**config.mk**
```make
export PLATFORM = sky130hd
export DESIGN_NAME = dse_cfg_regs
export DESIGN_NICKNAME = d
export VERILOG_FILES = /design/src/hdl/dse_pkg.sv /design/src/hdl/dse_cfg_regs.sv
export SDC_FILE = /design/constraint.sdc
export NUM_CORES = 1
export LEC_CHECK = 0
export BUFFER_PORTS_ARGS = -buffer_cell sky130_fd_sc_hd__buf_2
export CORE_UTILIZATION = 42
export CTS_BUF_LIST = sky130_fd_sc_hd__clkbuf_16
export DETAILED_ROUTE_END_ITERATION = 10
export PLACE_DENSITY_LB_ADDON = 0.2
export SLEW_MARGIN = 20
export SYNTH_ARGS = -nofsm -noshare
export SYNTH_HDL_FRONTEND = slang
export SYNTH_SLANG_ARGS = --single-unit
```
**constraint.sdc**
```tcl
create_clock -name clk -period 1.15 [get_ports clk]
set_input_delay 0.1725 -clock clk [delete_from_list [all_inputs] [get_ports clk]]
set_output_delay 0.1725 -clock clk [all_outputs]
set_load 0.01 [all_outputs]
```
**src/hdl/dse_pkg.sv**
```systemverilog
// Shared widths, register codes and channel structs for the diffusion stencil unit.
// No dependencies; every other file of the block refers to this package by scoped names.
package dse_pkg;

    localparam int SAMPLE_W   = 32;
    localparam int ROW_W      = 16;
    localparam int COL_OUT_W  = 8;
    localparam int COLS_CFG_W = 9;
    localparam int COEF_W     = 18;
    localparam int NUM_LANES  = 3;
    localparam int PADDR_W    = 4;
    localparam int PDATA_W    = 32;

    // Register indexes (byte address = 4 * index)
    localparam logic [1:0] REG_ROWS     = 2'd0;
    localparam logic [1:0] REG_COLS     = 2'd1;
    localparam logic [1:0] REG_COEF_ROW = 2'd2;
    localparam logic [1:0] REG_COEF_COL = 2'd3;

    localparam logic [ROW_W-1:0]      ROWS_RESET = 16'd64;
    localparam logic [COLS_CFG_W-1:0] COLS_RESET = 9'd256;

    // Result slots one sample can release, in output order
    localparam logic [1:0] LANE_UPPER = 2'd0;  // point one row above the sample
    localparam logic [1:0] LANE_PREV  = 2'd1;  // last row, column to the left
    localparam logic [1:0] LANE_CUR   = 2'd2;  // last row, last column

    typedef struct packed {
        logic [ROW_W-1:0]      rows_in_use;
        logic [COLS_CFG_W-1:0] cols_in_use;
        logic [COEF_W-1:0]     coef_row_dir;
        logic [COEF_W-1:0]     coef_col_dir;
    } cfg_t;

    typedef struct packed {
        logic                       valid;
        logic                       eob;
        logic                       eog;
        logic [ROW_W-1:0]           row;
        logic [COL_OUT_W-1:0]       col;
        logic signed [SAMPLE_W-1:0] ctr;
        logic signed [SAMPLE_W-1:0] up;
        logic signed [SAMPLE_W-1:0] down;
        logic signed [SAMPLE_W-1:0] left;
        logic signed [SAMPLE_W-1:0] right;
    } lane_t;

endpackage

```
**src/hdl/dse_cfg_regs.sv**
```systemverilog
// APB register file of the diffusion stencil unit: grid size and the two weights.
// Depends on dse_pkg for cfg_t, register codes and reset values.
module dse_cfg_regs (
    input  logic                         clk,
    input  logic                         rst_n,
    input  logic                         psel,
    input  logic                         penable,
    input  logic                         pwrite,
    input  logic [dse_pkg::PADDR_W-1:0]  paddr,
    input  logic [dse_pkg::PDATA_W-1:0]  pwdata,
    output logic [dse_pkg::PDATA_W-1:0]  prdata,
    output logic                         pready,
    output dse_pkg::cfg_t                cfg
);

    dse_pkg::cfg_t cfg_reg;
    logic          wr_en;
    logic [1:0]    reg_idx;

    assign pready  = 1'b1;
    assign wr_en   = psel && penable && pwrite;
    assign reg_idx = paddr[dse_pkg::PADDR_W-1:2];
    assign cfg     = cfg_reg;

    always_ff @(posedge clk or negedge rst_n)
    begin
        if (!rst_n)
        begin
            cfg_reg.rows_in_use  <= dse_pkg::ROWS_RESET;
            cfg_reg.cols_in_use  <= dse_pkg::COLS_RESET;
            cfg_reg.coef_row_dir <= '0;
            cfg_reg.coef_col_dir <= '0;
        end
        else if (wr_en)
        begin
            unique case (reg_idx)
                dse_pkg::REG_ROWS:
                    cfg_reg.rows_in_use  <= pwdata[dse_pkg::ROW_W-1:0];
                dse_pkg::REG_COLS:
                    cfg_reg.cols_in_use  <= pwdata[dse_pkg::COLS_CFG_W-1:0];
                dse_pkg::REG_COEF_ROW:
                    cfg_reg.coef_row_dir <= pwdata[dse_pkg::COEF_W-1:0];
                dse_pkg::REG_COEF_COL:
                    cfg_reg.coef_col_dir <= pwdata[dse_pkg::COEF_W-1:0];
                default:
                    cfg_reg <= cfg_reg;
            endcase
        end
    end

    always_comb
    begin
        unique case (reg_idx)
            dse_pkg::REG_ROWS:
                prdata = dse_pkg::PDATA_W'(cfg_reg.rows_in_use);
            dse_pkg::REG_COLS:
                prdata = dse_pkg::PDATA_W'(cfg_reg.cols_in_use);
            dse_pkg::REG_COEF_ROW:
                prdata = dse_pkg::PDATA_W'(cfg_reg.coef_row_dir);
            dse_pkg::REG_COEF_COL:
                prdata = dse_pkg::PDATA_W'(cfg_reg.coef_col_dir);
            default:
                prdata = '0;
        endcase
    end

endmodule

```
==> results of run 1 <==
## metrics by stage
stage	TNS (ps)	hold WS [ps]	total power, mW	worst slack, ps
finish	-5812	100.1	9.562	-363.2
global route	-6651	106.7	9.998	-383.4
CTS	-5756	96.13	9.115	-351.3
detailed placement	-15870	205.4	5.710	-322.2
global placement	-14540	207.5	5.657	-260.5
floorplan	-1912	-123.1	4.255	-100.9
## where the power goes
part	switching, mW	leakage (nW)	internal [mW]
Combinational	1.29	1.48	2.31
Clock	0.905	0.160	2.08
Sequential	0.310	0.744	2.66
## Yosys cell counts, drive strengths merged, types with 2 or more instances
cell type | n | share of area, %
mux2 | 68 | 28
dfrtp | 59 | 52
buf | 24 | 6.2
mux4 | 9 | 7.1
a22o | 7 | 2.1
conb | 2 | 0.26
dfstp | 2 | 1.8
mux2i | 2 | 0.70
nor2 | 2 | 0.35
nor2b | 2 | 0.44
## worst reg2reg max path: cells and delay by family (launching register included)
kind | cells | cell delay, ps
buffers and inverters | 3 | 380
muxes | 1 | 250
DFF | 1 | 370
## path summary, 6_finish.rpt
path	from	to	slack, ps	cells past startpoint
hold / removal	pwdata[16]	cfg[16]	100	2
min in group asynchronous	rst_n	cfg[29]	390	3
hold reg to reg	cfg[56]	cfg[56]	540	1
setup reg to reg	cfg[7]	cfg[7]	30	4
setup / recovery	cfg[1]	prdata[1]	-360	2
max in group asynchronous	rst_n	cfg[44]	450	3
## kinds of logic after synthesis
kind of cell	after synthesis	synth area share, %
buf+inv	25	6.381
flops	61	53.41
compound gates	7	2.142
other cells	2	0.2623
mux	79	35.84
simple gates	9	1.967
## metal layers
metal / part of all wire (%) / track usage (%) / vias to the layer above
met5: 0 / 0 / -
met4: 1.5 / 8.475 / 0
met3: 6.6 / 4.916 / 11
met2: 50 / 36.73 / 88
met1: 41 / 28.45 / 1057
li1: - / - / 1000
## final cells by class
type / count / area [sq um] / share of cell area, %
Clock buffer: 9 / 225.2 / 4.771
Clock inverter: 6 / 102.6 / 2.173
Inverter: 1 / 3.754 / 0.07951
Multi-Input combinational cell: 110 / 1269 / 26.88
Sequential cell: 61 / 1529 / 32.39
Tap cell: 77 / 96.34 / 2.041
Timing Repair Buffer: 177 / 1495 / 31.67
## cells in the final DEF, fill, tap and decap left out, types with 3 or more instances in the layout
master	n
clkbuf_16	9
buf_12	4
mux2_4	22
buf_2	52
buf_6	65
mux2_2	46
conb_1	15
bufinv_16	3
a22o_1	7
buf_4	55
mux4_2	9
dfrtp_1	59
## timing repair
item	in CTS	in global routing
pin swaps	1	0
cloned	0	0
hold buffers	1	0
endpoints found under the hold margin	59	0
gates resized for setup	23	53
endpoints found under the setup margin	22	63
setup buffers	12	15
==> out/metrics.yaml, run 1 <==
outcome: "finished with violations"
violations: "DRC, setup timing"
timing.final.ws_setup_ps: -363.2
root_buffer: "clkbuf_16"
synth_cell_types: 21
grt_pass1_vias: 2275
yosysSeqAreaShare_pct: 53.41
routed_wirelength_mm: 7.490
initial_core_util_pct: 44.32
nets: 401
io_pins: 135
fp.dieH_microns: 84.56
p_leak_nw: 2.387
vias: 2156
fin_crit_ps: 1513
antenna_found_initial: 0
avgSynthCellArea_sq_um: 15.64
drt_first_pass_iters: 11
cp_cell_sequence: "mux4_2 > buf_6"
ys.flop_type: "dfrtp_1"
core_sq_mm: 0.006459
clk_path_buf_depth: 2
fin_area_sq_mm: 0.004721
grt.total_usage_pct: 22.13
required_ps: 980
critPathMaxFanout: 2
routabilityCongestion: 0.7371
place_area_sq_mm: 0.003905
final_core_util_pct: 73.09
cts_buffers: 9
worst_setup_path_end_kind: "primary output"
grt_overflow: 0
postSynthCellCount: 183
area_delta_synth_final_pct: 64.90
grt_pass1_wl_mm: 11.84
grt_max_degree: 62
crit_family: "multiplexers"
fin_skew_ps: 0
die_area_sq_mm: 0.007150
critPathLaunchType: "flip-flop"
ys_ff_latch: 61
hold_viol: 0
largest_reg_flops: 61
synthesis.area_sq_mm: 0.002863
rsz0062_at_grt: "yes"
setup_viol: 23
h-tree-depth: 3
instances_no_fill: 441
period_share_pct: 131.6
synth_edf_count: 0
cts_tree: "built"
max-vdd-ir-drop_mv: 1.191
nFillCells: 431
slew_viol_final: 0
slowest_stage: "mux4_2"
cap_violations: 0
drtIter0Drc: 92
placed_cells: 413
dpl.hpwl_mm: 4.909
ant_nets: 0
cp_num_buf_inv: 1
fmax_mhz: 660.9
hp-class: "in -> reg"
die_w_microns: 84.56
power_density_mw_per_mm2: 2026
worstPathArrival_ps: 1340
cts_sinks: 61
synth_warnings: 0
slowest_delay_ps: 500
antenna_cells: 0
routedWlPerCell_microns: 16.98
synthArstFlopShare_pct: 100.0
crit_type: "reg -> out"
clk_latency_ps: 320
drive_gt1_share_pct: 75.00
route.detailed.drc: 11
drt-vias-per-instance: 4.889
portBuffers: 103
row_count: 29
clk_pin_slew_ps: 50
Power figures use the tool's default switching activity.
==> inputs of run 2 (changes only) <==
- CAP_MARGIN: not set -> 0
- CORE_MARGIN: not set -> 3
- CORE_UTILIZATION: 42 -> 46
- clock period: 1.15 -> 1.55 ns (I/O delays scaled with it)
==> out/metrics.yaml, run 2 (same netlist as run 1, synthesis figures left out) <==
outcome: "finished with violations"
violations: "setup timing"
h-tree-depth: 3
die_w_microns: 84.89
clk_latency_ps: 320
mostFrequentLayoutCells: "buf_2 (97), dfrtp_1 (59), mux2_2 (56)"
final_core_util_pct: 67.50
clk_pin_slew_ps: 50
antenna_found_initial: 0
fin_setup_tns_ps: -62.24
nFillCells: 457
vias: 2039
drt_first_pass_iters: 4
nets: 372
largest_reg_flops: 61
hp-class: "in -> reg"
fmax_mhz: 640.1
max-vdd-ir-drop_mv: 0.7349
routabilityCongestion: 0.6911
clk_path_buf_depth: 2
mostFrequentLayoutCell: "buf_2"
drtIter0Drc: 86
routed_wirelength_mm: 6.856
cts_buffers: 9
grt_pass1_wl_mm: 10.93
route.detailed.drc: 0
core_sq_mm: 0.005991
dpl.hpwl_mm: 4.463
ant_nets: 0
cts_sinks: 61
root_buffer: "clkbuf_16"
required_ps: 1320
slew_viol_final: 0
power_density_mw_per_mm2: 1439
hold_viol: 0
grt.total_usage_pct: 19.88
drt-vias-per-instance: 4.973
routedWlPerCell_microns: 16.72
fp.dieH_microns: 84.89
crit_type: "reg -> out"
grt_overflow: 0
initial_core_util_pct: 47.79
p_leak_nw: 2.089
period_share_pct: 100.8
die_area_sq_mm: 0.007206
grt_max_degree: 62
grt_pass1_vias: 2067
portBuffers: 103
row_count: 28
worstPathArrival_ps: 1330
antenna_cells: 0
critPathMaxFanout: 3
critPathLaunchType: "flip-flop"
cap_violations: 0
setup_viol: 6
timing.final.ws_setup_ps: -12.24
fin_skew_ps: 0
worst_setup_path_end_kind: "primary output"
area_delta_synth_final_pct: 41.26
fin_crit_ps: 1562
cts_tree: "built"
io_pins: 135
drive_gt1_share_pct: 71.94
rsz0062_at_grt: "yes"
[run 2: cell types whose count changed in the layout (fill, tap and decap cells not counted), sizes merged]
| cell | before | now |
|---|---|---|
| clkinv | 3 | 4 |
| buf | 176 | 147 |
| inv | 1 | 3 |
| bufinv | 3 | 0 |
[run 2: final cells by class]
cell class	count	area (sq um)	share of cell area, %
Inverter	1	3.754	0.09282
Multi-Input combinational cell	110	1210	29.92
Timing Repair Buffer	148	955.9	23.64
Sequential cell	61	1529	37.81
Clock inverter	6	26.28	0.6498
Clock buffer	9	225.2	5.569
Tap cell	75	93.84	2.321
[run 2: worst max-delay path: stages, from the launching register on]
cell and delay (ps):
dfrtp_1 380, mux4_2 490, buf_6 140
[run 2: metal layers]
| layer | track usage, % | vias up | routed length [microns] |
|---|---|---|---|
| met5 | 0 | - | 0 |
| met4 | 8.633 | 0 | 93 |
| met3 | 3.981 | 8 | 415 |
| met2 | 29.82 | 80 | 3224 |
| met1 | 28.31 | 1013 | 3123 |
| li1 | - | 938 | - |
[run 2: final timing paths]
path | from | endpoint | slack (ps) | cells past startpoint
setup / recovery | cfg[1] | prdata[1] | -10 | 2
hold / removal | pwdata[17] | cfg[17] | 160 | 2
setup reg to reg | cfg[26] | cfg[26] | 550 | 3
hold reg to reg | cfg[25] | cfg[25] | 530 | 1
max in group asynchronous | rst_n | cfg[51] | 780 | 3
min in group asynchronous | rst_n | cfg[10] | 450 | 3
[run 2: metrics by stage]
| stage | cell area, sq um | power [mW] | worst slack, ps | hold WS (ps) | instances |
|---|---|---|---|---|---|
| 4_1_cts | 3910 | 5.690 | -30.54 | 153.2 | 396 |
| 3_5_place_dp | 3495 | 3.790 | -110.2 | 264.2 | 362 |
| 3_3_place_gp | 3495 | 3.753 | -66.55 | 264.7 | 362 |
| 2_1_floorplan | 2912 | 3.117 | 163.3 | -63.09 | 196 |
| 6_report | 4044 | 5.819 | -12.24 | 161.4 | 410 |
| 5_1_grt | 4044 | 6.111 | -51.78 | 165.0 | 410 |
[run 2: what timing repair did]
item / 4_1_cts / 5_1_grt
gates resized for setup: 4 / 5
hold buffers: 1 / 0
hold endpoints to repair: 59 / 0
setup endpoints to repair: 16 / 16
buffers inserted: 18 / 14
pin swaps: 1 / 0
[run 2: report_power, final]
group | switching, mW | internal [mW]
Combinational | 0.774 | 1.12
Clock | 0.648 | 1.04
Sequential | 0.255 | 1.98
==> inputs of run 3 (changes only) <==
--- a/constraint.sdc
+++ b/constraint.sdc
@@ -3,2 +3,2 @@
 set_output_delay 0.2325 -clock clk [all_outputs]
-set_load 0.01 [all_outputs]
+set_load 0.05 [all_outputs]
==> out/metrics.yaml, run 3 (same netlist as run 1, synthesis figures left out) <==
route.detailed.drc: 0
min_to: "cfg[17]"
largest_reg_flops: 61
final_core_util_pct: 70.57
critPathMaxFanout: 2
hp-start: "pwdata[17]"
fmax_mhz: 618.9
die_w_microns: 84.89
cts_buffers: 9
crit_start: "cfg[31]"
row_count: 28
dpl.hpwl_mm: 4.428
drt-vias-per-instance: 4.912
timing.rr.start: "cfg[31]"
r2r_slack_ps: 520
mostFrequentLayoutCell: "buf_2"
cts_tree: "built"
grt_pass1_wl_mm: 11.03
grt_pass1_vias: 2097
drtIter0Drc: 75
p_leak_nw: 2.179
grt_max_degree: 62
antenna_found_initial: 0
required_ps: 1320
clk_latency_ps: 320
antenna_cells: 0
power_density_mw_per_mm2: 1803
r2r-end: "cfg[31]"
hold_viol: 0
hp-class: "in -> reg"
worstPathArrival_ps: 1380
outcome: "finished with violations"
initial_core_util_pct: 47.79
setup_viol: 13
violations: "setup timing"
clk_pin_slew_ps: 50
ant_nets: 0
vias: 2068
fin_setup_tns_ps: -536.7
fin_skew_ps: 0
max-vdd-ir-drop_mv: 1.106
rr_worst_depth: 3
drt_first_pass_iters: 4
rsz0062_at_grt: "yes"
crit_type: "reg -> out"
drive_gt1_share_pct: 74.57
cap_violations: 0
timing.final.ws_setup_ps: -65.88
routedWlPerCell_microns: 16.45
die_area_sq_mm: 0.007206
mostFrequentLayoutCells: "buf_2 (87), dfrtp_1 (59), mux2_2 (56)"
slew_viol_final: 0
area_delta_synth_final_pct: 47.68
nets: 382
worst_setup_path_end_kind: "primary output"
fp.dieH_microns: 84.89
clk_path_buf_depth: 2
critPathLaunchType: "flip-flop"
io_pins: 135
fin_crit_ps: 1616
cts_sinks: 61
min_path_cells: 2
period_share_pct: 104.3
h-tree-depth: 3
core_sq_mm: 0.005991
routed_wirelength_mm: 6.924
grt_overflow: 0
routabilityCongestion: 0.7069
grt.total_usage_pct: 19.96
root_buffer: "clkbuf_16"
portBuffers: 103
==> run 3: cell type report <==
| cell class | count | area, sq um |
|---|---|---|
| Clock buffer | 9 | 225.2 |
| Fill cell | 410 | 1763 |
| Tap cell | 75 | 93.84 |
| Inverter | 1 | 3.754 |
| Sequential cell | 61 | 1529 |
| Timing Repair Buffer | 158 | 1111 |
| Clock inverter | 7 | 28.78 |
| Multi-Input combinational cell | 110 | 1236 |
==> run 3: layer usage <==
metal,GRT usage (%),share of wire [%]
met1,28.61,44
met2,29.75,48
met3,6.311,7.0
met4,5.180,0.98
met5,0,0
==> run 3: what timing repair did <==
action	in CTS	in global routing
buffers inserted	32	6
gates resized for setup	38	6
setup endpoints to repair	16	16
pin swaps	0	1
endpoints found under the hold margin	59	0
hold buffers	1	0
==> run 3: through the flow <==
step,hold WS [ps],power [mW],instances,cell area (sq um),setup WS [ps]
floorplan,-63.09,4.688,196,2925,39.86
global placement,265.5,5.338,366,3526,7.003
detailed placement,266.9,5.370,366,3526,7.919
CTS,152.5,7.551,415,4153,-62.91
global route,162.6,7.942,421,4228,-102.7
finish,161.2,7.621,421,4228,-65.88
==> run 3: report_power, final <==
group          leakage (nW)  switching (mW)  internal, mW
logic                  1.29            2.40          1.31
clock network         0.142           0.645          1.04
registers             0.744           0.242          1.98
==> run 3: worst max path at each step <==
| stage | slack, ps | end | cells after the start |
|---|---|---|---|
| after floorplan | 40 | prdata[7] | 3 |
| after global placement | 7 | prdata[13] | 5 |
| after detailed placement | 8 | prdata[13] | 5 |
| after CTS | -60 | prdata[0] | 2 |
| after global routing | -100 | prdata[5] | 2 |
| final | -70 | prdata[13] | 3 |
==> run 3: worst max-delay path, cell delays in order (launching register included) <==
cell     delay [ps]
dfrtp_1         400
mux2_4          280
a22o_4          250
buf_8           140
